$ cat config.mk
export PLATFORM = sky130hd
export DESIGN_NAME = lane_line_hold_debounce_top
export DESIGN_NICKNAME = d
export VERILOG_FILES = /design/src/hdl/lld_pkg.sv /design/src/hdl/lane_line_hold_debounce_top.sv /design/src/hdl/lld_step.sv
export SDC_FILE = /design/constraint.sdc
export NUM_CORES = 2
export LEC_CHECK = 0
export BUFFER_PORTS_ARGS = -buffer_cell sky130_fd_sc_hd__buf_2
export CAP_MARGIN = 10
export CORE_ASPECT_RATIO = 1.2
export CORE_MARGIN = 1
export CORE_UTILIZATION = 38
export CTS_CLUSTER_DIAMETER = 200
export DETAILED_ROUTE_END_ITERATION = 7
export GPL_ROUTABILITY_DRIVEN = 0
export SLEW_MARGIN = 0
export SYNTH_ARGS = -nofsm -noshare
export SYNTH_HDL_FRONTEND = slang
export SYNTH_SLANG_ARGS = --single-unit
$ cat constraint.sdc
create_clock -name clk -period 11.2 [get_ports clk]
set_clock_uncertainty 0.1 [all_clocks]
set_input_delay 2.24 -clock clk [delete_from_list [all_inputs] [get_ports clk]]
set_output_delay 2.24 -clock clk [all_outputs]
set_load 0.005 [all_outputs]
$ cat src/hdl/lld_pkg.sv
// Shared types, constants and the presence test for the lane line hold/debounce block.
package lld_pkg;

    // Q16.16 word width and the width of the lane index field
    localparam int unsigned COEF_W = 32;
    localparam int unsigned LANE_W = 3;
    localparam int unsigned THR_W  = 8;
    localparam int unsigned MISS_W = 8;
    localparam int unsigned FLIP_W = 9;

    // Threshold register value after reset
    localparam logic [THR_W-1:0] HOLD_THRESHOLD_RESET = 8'd5;

    // Bias that maps -65535..65535 onto 0..131070 for the presence test
    localparam logic [COEF_W-1:0] PRESENT_BIAS = 32'd65535;
    localparam logic [COEF_W-1:0] PRESENT_SPAN = 32'd131070;

    typedef struct packed {
        logic signed [COEF_W-1:0] a;
        logic signed [COEF_W-1:0] b;
        logic signed [COEF_W-1:0] c;
    } line_t;

    localparam line_t ZERO_LINE = '{a: '0, b: '0, c: '0};

    typedef struct packed {
        line_t             prev;
        logic [MISS_W-1:0] miss_count;
        logic [FLIP_W-1:0] flip_count;
        logic              buffered_presence;
    } lane_state_t;

    // A line is present when the integer part of c is nonzero
    function automatic logic line_present(input logic [COEF_W-1:0] c);
        logic [COEF_W-1:0] biased;
        begin
            biased = c + PRESENT_BIAS;
            return biased > PRESENT_SPAN;
        end
    endfunction

endpackage

$ cat src/hdl/lane_line_hold_debounce_top.sv
// Top level: input register, per-lane state bank, lane update and result register.
//
//   channel | signals                                        | direction
//   --------+------------------------------------------------+----------
//   cfg     | cfg_we, cfg_wdata (hold_threshold)             | in
//   in      | in_valid/in_ready, lane, line_a/b/c            | in
//   out     | out_valid/out_ready, out_lane, out_a/b/c,      | out
//           | debounced_present                              |
//
// One item per cycle sustained while the output is not stalled; an accepted item waits in
// the input register, where the lane read-modify-write runs on it, then moves on into
// the result register when the result slot frees up.
// The lane state is read and written back in the same cycle, so consecutive items on
// one lane need no forwarding. Reset clears all lane state and sets the threshold to 5.
// A stalled output holds its item while the input register still takes one more.
module lane_line_hold_debounce_top
#(
    parameter int NUM_LANES = 8
)
(
    input  logic                              clk,
    input  logic                              rst_n,
    input  logic                              cfg_we,
    input  logic [lld_pkg::THR_W-1:0]         cfg_wdata,
    input  logic                              in_valid,
    output logic                              in_ready,
    input  logic [lld_pkg::LANE_W-1:0]        lane,
    input  logic signed [lld_pkg::COEF_W-1:0] line_a,
    input  logic signed [lld_pkg::COEF_W-1:0] line_b,
    input  logic signed [lld_pkg::COEF_W-1:0] line_c,
    output logic                              out_valid,
    input  logic                              out_ready,
    output logic [lld_pkg::LANE_W-1:0]        out_lane,
    output logic signed [lld_pkg::COEF_W-1:0] out_a,
    output logic signed [lld_pkg::COEF_W-1:0] out_b,
    output logic signed [lld_pkg::COEF_W-1:0] out_c,
    output logic                              debounced_present
);

    // Only lanes reachable through the lane field get storage
    localparam int LANE_SPAN = 1 << lld_pkg::LANE_W;
    localparam int DEPTH     = (NUM_LANES < LANE_SPAN) ? NUM_LANES : LANE_SPAN;
    localparam int IDX_W     = (DEPTH > 1) ? $clog2(DEPTH) : 1;

    logic [lld_pkg::THR_W-1:0]  hold_threshold_reg;

    logic                       in_valid_reg;
    logic [lld_pkg::LANE_W-1:0] in_lane_reg;
    lld_pkg::line_t             in_line_reg;

    logic                       out_valid_reg;
    logic [lld_pkg::LANE_W-1:0] out_lane_reg;
    lld_pkg::line_t             out_line_reg;
    logic                       out_flag_reg;

    lld_pkg::lane_state_t       state_reg [DEPTH];

    logic                       advance;
    logic                       lane_ok;
    logic [IDX_W-1:0]           idx;
    lld_pkg::lane_state_t       st_cur;
    lld_pkg::lane_state_t       state_next;
    lld_pkg::line_t             line_next;
    logic                       flag_next;

    // Handshake: move the input register forward when the result slot frees up
    assign advance  = in_valid_reg && (!out_valid_reg || out_ready);
    assign in_ready = !in_valid_reg || advance;

    // Select the lane state
    assign lane_ok = (int'(in_lane_reg) < NUM_LANES);
    assign idx     = IDX_W'(in_lane_reg);
    assign st_cur  = lane_ok ? state_reg[idx] : '0;

    lld_step u_step
    (
        .line_in        (in_line_reg),
        .st_in          (st_cur),
        .hold_threshold (hold_threshold_reg),
        .lane_ok        (lane_ok),
        .line_out       (line_next),
        .flag           (flag_next),
        .st_out         (state_next)
    );

    // Hold the threshold register
    always_ff @(posedge clk or negedge rst_n)
    begin
        if (!rst_n)
        begin
            hold_threshold_reg <= lld_pkg::HOLD_THRESHOLD_RESET;
        end
        else if (cfg_we)
        begin
            hold_threshold_reg <= cfg_wdata;
        end
    end

    // Input register valid
    always_ff @(posedge clk or negedge rst_n)
    begin
        if (!rst_n)
        begin
            in_valid_reg <= 1'b0;
        end
        else if (in_ready)
        begin
            in_valid_reg <= in_valid;
        end
    end

    // Input register payload
    always_ff @(posedge clk)
    begin
        if (in_valid && in_ready)
        begin
            in_lane_reg   <= lane;
            in_line_reg.a <= line_a;
            in_line_reg.b <= line_b;
            in_line_reg.c <= line_c;
        end
    end

    // Write back the lane state
    always_ff @(posedge clk or negedge rst_n)
    begin
        if (!rst_n)
        begin
            for (int k = 0; k < DEPTH; k++)
            begin
                state_reg[k] <= '0;
            end
        end
        else if (advance && lane_ok)
        begin
            state_reg[idx] <= state_next;
        end
    end

    // Result register valid
    always_ff @(posedge clk or negedge rst_n)
    begin
        if (!rst_n)
        begin
            out_valid_reg <= 1'b0;
        end
        else if (advance)
        begin
            out_valid_reg <= 1'b1;
        end
        else if (out_ready)
        begin
            out_valid_reg <= 1'b0;
        end
    end

    // Result register payload
    always_ff @(posedge clk)
    begin
        if (advance)
        begin
            out_lane_reg <= in_lane_reg;
            out_line_reg <= line_next;
            out_flag_reg <= flag_next;
        end
    end

    assign out_valid         = out_valid_reg;
    assign out_lane          = out_lane_reg;
    assign out_a             = out_line_reg.a;
    assign out_b             = out_line_reg.b;
    assign out_c             = out_line_reg.c;
    assign debounced_present = out_flag_reg;

endmodule

$ cat src/hdl/lld_step.sv
// Combinational update of one lane: miss hold, presence debounce and final line select.
module lld_step
(
    input  lld_pkg::line_t             line_in,
    input  lld_pkg::lane_state_t       st_in,
    input  logic [lld_pkg::THR_W-1:0]  hold_threshold,
    input  logic                       lane_ok,
    output lld_pkg::line_t             line_out,
    output logic                       flag,
    output lld_pkg::lane_state_t       st_out
);

    logic                          raw_present;
    logic [lld_pkg::MISS_W-1:0]    miss_inc;
    lld_pkg::line_t                line_mid;
    logic                          flag_mid;

    always_comb
    begin
        st_out      = st_in;
        raw_present = lld_pkg::line_present(line_in.c);
        line_mid    = line_in;
        miss_inc    = st_in.miss_count + 1'b1;

        // Hold the previous line while the incremented miss counter is below threshold
        if (!raw_present)
        begin
            if (miss_inc < hold_threshold)
            begin
                st_out.miss_count = miss_inc;
                line_mid          = st_in.prev;
            end
            else
            begin
                st_out.miss_count = '0;
            end
        end

        // Debounce a change in presence with the flip counter
        flag_mid = raw_present;
        if (st_in.buffered_presence != raw_present)
        begin
            if (st_in.flip_count <= {1'b0, hold_threshold})
            begin
                flag_mid          = st_in.buffered_presence;
                st_out.flip_count = st_in.flip_count + 1'b1;
            end
            else
            begin
                st_out.flip_count        = '0;
                st_out.buffered_presence = raw_present;
            end
        end
        else
        begin
            st_out.flip_count = '0;
        end

        // Still empty: hold from previous output or drop to zero
        if (!lld_pkg::line_present(line_mid.c))
        begin
            line_mid = flag_mid ? st_in.prev : lld_pkg::ZERO_LINE;
        end
        st_out.prev = line_mid;

        // Lanes with no storage pass the item through untouched
        if (lane_ok)
        begin
            line_out = line_mid;
            flag     = flag_mid;
        end
        else
        begin
            line_out = line_in;
            flag     = raw_present;
        end
    end

endmodule
**After elaboration in Yosys (flattened, before gate mapping)**

Cells that the tools add are included.
Widths: inputs -> output; s select.

- Input bits: 112
- Register bits: 1121

- Reductions and logical operators: 8
- Multiplexer cells: 19
- Bitwise logic cells: 1
- Eq/ne operators: 1
- Magnitude comparators: 6
- Add/subtract/negate cells: 4

Operators with widths:

| kind | number |
|---|---|
| $bwmux 912 | 1 |
| $mux 96 | 4 |
| $bmux 114 s3 | 1 |
| $demux 114 s3 | 1 |
| $mux 114 | 3 |
| $add 32x16->32 const B | 2 |
| $gt 32x17->1 const B | 2 |
| $mux 9 | 2 |
| $mux 8 | 2 |
| $add 9x1->9 const B | 1 |
| $le 9x8->1 | 1 |
| $add 8x1->8 const B | 1 |
| $lt 8x8->1 | 1 |
| $mux 1 | 5 |
| $ge 4x4->1 const B | 1 |
| $lt 4x1->1 const B | 1 |
| $not 3->4 | 1 |
| $logic_and 1x1->1 | 3 |
| $logic_not 1->1 | 2 |
| $logic_or 1x1->1 | 2 |
| $reduce_bool 2->1 | 1 |
| $ne 1x1->1 | 1 |

**Longest topological paths before layout**

- Depth in word-level cells: 12
- Mapped depth: 42
- Gate-level depth less buffers: 31

**Hierarchy**

From an unflattened synthesis, not the netlist that was laid out.

- Cell total of the unflattened synthesis: 3250
- Area total of the unflattened synthesis: 51787.2 µm²

Modules (own cells, without submodules):

| module | area each (µm²) | instances | cells an instance | seq. area each (µm²) |
|---|---|---|---|---|
| lane_line_hold_debounce_top | 46960.0 | 1 | 2573 | 29050.4 |
| lld_step | 4827.1 | 1 | 677 | 0.0 |

**Worst setup path before layout**

Ideal clock, no wire load.

- Path kind: register to register
- From: register in_lane_reg, in the netlist idx[2]
- To: register out_line_reg, in the netlist out_c[22] (data pin)
- Library setup time: 268 ps
- Buffers on the path: 10
- Arrival: 7953 ps
- Required time: 10832 ps
- Setup slack: 2878 ps
- Stages on the path, launching flop included: 37
- Cell sequence: edfxtp_1 -> buf_2 -> buf_2 -> buf_2 -> buf_2 -> nor3b_1 -> clkbuf_1 -> a221oi_1 -> nand3_1 -> nand3_1 -> nor3b_1 -> nand2_1 -> xor2_1 -> ha_1 -> and4_1 -> a21oi_1 -> nand2_1 -> a31oi_1 -> nand2_1 -> buf_2 -> clkbuf_1 -> o21ai_0 -> ha_1 -> clkbuf_1 -> nand2_1 -> nor3_1 -> nand2_1 -> nand3_1 -> a21oi_1 -> o21bai_1 -> o41ai_1 -> o2111a_1 -> and4_1 -> buf_4 -> buf_4 -> mux2i_1 -> inv_1

RTL lines:

| what | RTL line | RTL |
|---|---|---|
| start: declaration | lane_line_hold_debounce_top.sv:48 | `logic [lld_pkg::LANE_W-1:0] in_lane_reg;` |
| start signal: assignment | lane_line_hold_debounce_top.sv:117 | `in_lane_reg <= lane;` |
| end signal: assignment | lane_line_hold_debounce_top.sv:163 | `out_line_reg <= line_next;` |
| end: declaration | lane_line_hold_debounce_top.sv:53 | `lld_pkg::line_t out_line_reg;` |

==> metrics.md <==
| Metric | Value |
|---|---|
| Max Fanout on Critical Path | 44 |
| DP HPWL | 86530 um |
| Setup_tns | 0 ns |
| Critical path launch point type | flop |
| H-tree levels | 3 |
| Status | complete, no violations |
| Max reg flops | 912 |
| Starting Density | 38.32% |
| Nets@finish | 4889 |
| Die width | 332.9 um |
| Syn. warnings | 0 |
| First-pass GRT wire length | 229700 um |
| Post-CTS setup buffers | 0 |
| CTS sink count | 1121 |
| CTS buffer count | 114 |
| Leading cell type in the layout, fill and taps excluded | dfrtp_1 |
| Post-synth EDFFs | 199 |
| Pleak | 0.02443 uW |
| Clock slew at reported path FFs | 0.06 ns |
| Total core area | 130300 um2 |
| Area occupied by multi-input gates | 19120 um2 |
| Input/output buffers | 213 |
| Synth top area cells | dfrtp_1 (46%), edfxtp_1 (12%), nand2_1 (6.7%) |
| CTS root buffer | clkbuf_16 |
| Most frequent cells in the layout | dfrtp_1 (920), nand2_1 (884), o21ai_0 (412), o21ai_1 (412), a22oi_1 (267) |
| Syn_area_per_cell | 10.60 um2 |
| Hold Buf Count CTS | 0 |
| Total grt overflow | 0 |
| Vias per inst | 5.610 |
| First-pass DRT Iterations | 7 |
| Register area | 29050 um2 |
| VDD IR max | 128.6 uV |
| Max-cap violations | 0 |
| Yosys top cell area share | 46.12% |
| Worst Path Arrival | 9.86 ns |
| Synth area leader | dfrtp_1 |
| Antenna violations before repair | 4 |
| Worst stage delay on the critical path | 0.90 ns |
| Final min period | 9.507 ns |
| Synth cell types | 95 |
| Chip height | 399.0 um |
| Worst hold path class | flop to flop |
| Reg2reg end | out_c[25] |
| Ys async rst share | 82.25% |
| Max clock buf depth | 3 |
| CTS tree | yes |
| Final setup margin | 1.693 ns |
| Row count | 145 |
| Post-Route WL | 149700 um |
| Crit-path slowest cell | and4_4 |
| Resized Gates After CTS | 0 |
| Max-slew headroom | 20.63% |
| Drt wl/cell | 22.86 um |
| Crit path max-delay family | simple AND/OR/NAND/NOR gates |
| Power Total | 11070 uW |
| First DRT Iteration DRCs | 3236 |
| Fin Hold WS | 0.3732 ns |
| Fin. Hold Viols | 0 |
| Crit path depth | 28 |
| Routed Antenna Nets | 0 |
| Ys flop type | dfrtp_1 |
| Worst r2r src | idx[2] |
| Critical Path Sink | out_c[25] |
| DP Worst Slack | 1.808 ns |
| Final Core Density | 43.19% |
| Clock latency on the worst-skew pair | 0.74 ns |
| Worst Tran Pin Value | 1.188 ns |
| Cell Area, Synth | 49920 um2 |
| Die Area | 132800 um2 |
| Worst Setup SP | idx[2] |
| Synth Register Bits | 1121 |
| Setup violations, final | 0 |
| Register area share after synthesis | 58.20% |
| RSZ-0062 raised after global routing | no |
| # IOs | 214 |
| Vias in the first global route | 36540 |
| R2R Setup Slk | 1.69 ns |
| Area grow syn2layout | 12.72% |
| # fillers | 12390 |
| Largest net degree at the start of global routing | 166 |
| Share of layout cells above drive strength 1 | 15.88% |
| Period utilization | 84.89% |
| PwrDens | 196.7 nW/um2 |
| Vias | 36740 |
| Worst Path Required | 11.56 ns |
| Crit. End Element | flop |
| Syn Nets | 4840 |
| WP buf/inv | 4 |
| CP Class | flop to flop |
| DRC | 0 |
| Mapped Cells | 4707 |
| Total GRT Usage | 22.55% |
| Crit-path most repeated cell | nand2_1 |
| FMAX | 0.1052 GHz |
| Reg2reg path depth | 28 |
| Slew Viols, Final | 0 |
[per-stage QoR]
| stage | std cells | area, um2 |
|---|---|---|
| 2_1_floorplan | 4707 | 49920 |
| 3_3_place_gp | 6330 | 52430 |
| 3_5_place_dp | 6330 | 52430 |
| 4_1_cts | 6546 | 56260 |
| 5_1_grt | 6546 | 56260 |
| 6_report | 6549 | 56270 |
[final cells by class]
| cell class | count | area share (%) |
|---|---|---|
| sequential | 1121 | 51.63 |
| multi-input combinational | 3120 | 33.99 |
| clock buffer | 175 | 6.020 |
| tap | 1690 | 3.758 |
| timing repair buffer | 291 | 3.064 |
| clock inverter | 41 | 0.7939 |
| inverter | 108 | 0.7316 |
| antenna | 3 | 0.01334 |
[cell usage after synthesis, types with 16 or more instances]
cell type  number
a22o_1         19
a22oi_1       267
and4_1         26
inv_1         105
mux2_2        152
mux4_2         20
nand3_1        36
ha_1           21
o21ai_0       412
buf_1          28
a22oi_4        20
nor2_1        171
o22a_1         21
a21oi_1        90
edfxtp_1      199
a31oi_2        23
dfrtp_1       920
mux2i_1        51
a221oi_1       31
clkbuf_1      276
buf_2          34
and3_1         31
nand2_1       893
nand4_1        44
xnor2_1        21
a222oi_1       16
nor3_1         68
o21ai_1       412
[how the worst min path moves through the flow]
stage	start	depth (start not counted)	to	slack (ns)
2_1_floorplan	idx[2]	0	out_lane[2]	0.32
3_3_place_gp	state_reg[755]	2	state_reg[755]	0.36
3_5_place_dp	state_reg[818]	2	state_reg[818]	0.36
4_1_cts	state_reg[818]	2	state_reg[818]	0.38
5_1_grt	state_reg[352]	2	state_reg[352]	0.40
6_report	state_reg[818]	2	state_reg[818]	0.37
[worst register-to-register path: cells and delay by family, from the launching register on]
family	cells	cell delay [ns]
xor+xnor	1	0.18
flops	1	0.38
buf+inv	4	1.70
mux	1	0.63
compound gates	8	1.85
fa+ha+maj	2	0.69
simple gates	12	3.69
[routing by layer]
layer / track usage [%] / routed length, um / vias to the layer above
met5: 0 / 13 / -
met4: 6.970 / 4291 / 2
met3: 3.489 / 8347 / 254
met2: 37.21 / 71150 / 1117
met1: 30.57 / 65910 / 18310
li1: - / - / 17050
[power by group]
group | internal [uW] | total [uW] | switching, uW
Clock | 2250 | 3920 | 1680
Sequential | 5000 | 5460 | 459
Combinational | 676 | 1690 | 1010
[cells by family (layout without fill, tap and decap cells)]
family	Yosys count	in the layout	share of synthesized area, %
AO/OA/AOI/OAI	1463	1463	19.34
XOR/XNOR	35	35	0.6141
adder cells (fa/ha/maj)	21	21	0.5264
buffers and inverters	466	615	3.845
flip-flops	1121	1121	58.20
multiplexers	223	223	5.354
other	0	3	0
AND/OR/NAND/NOR	1378	1378	12.12
No activity file was read; power rests on OpenSTA's default activity.
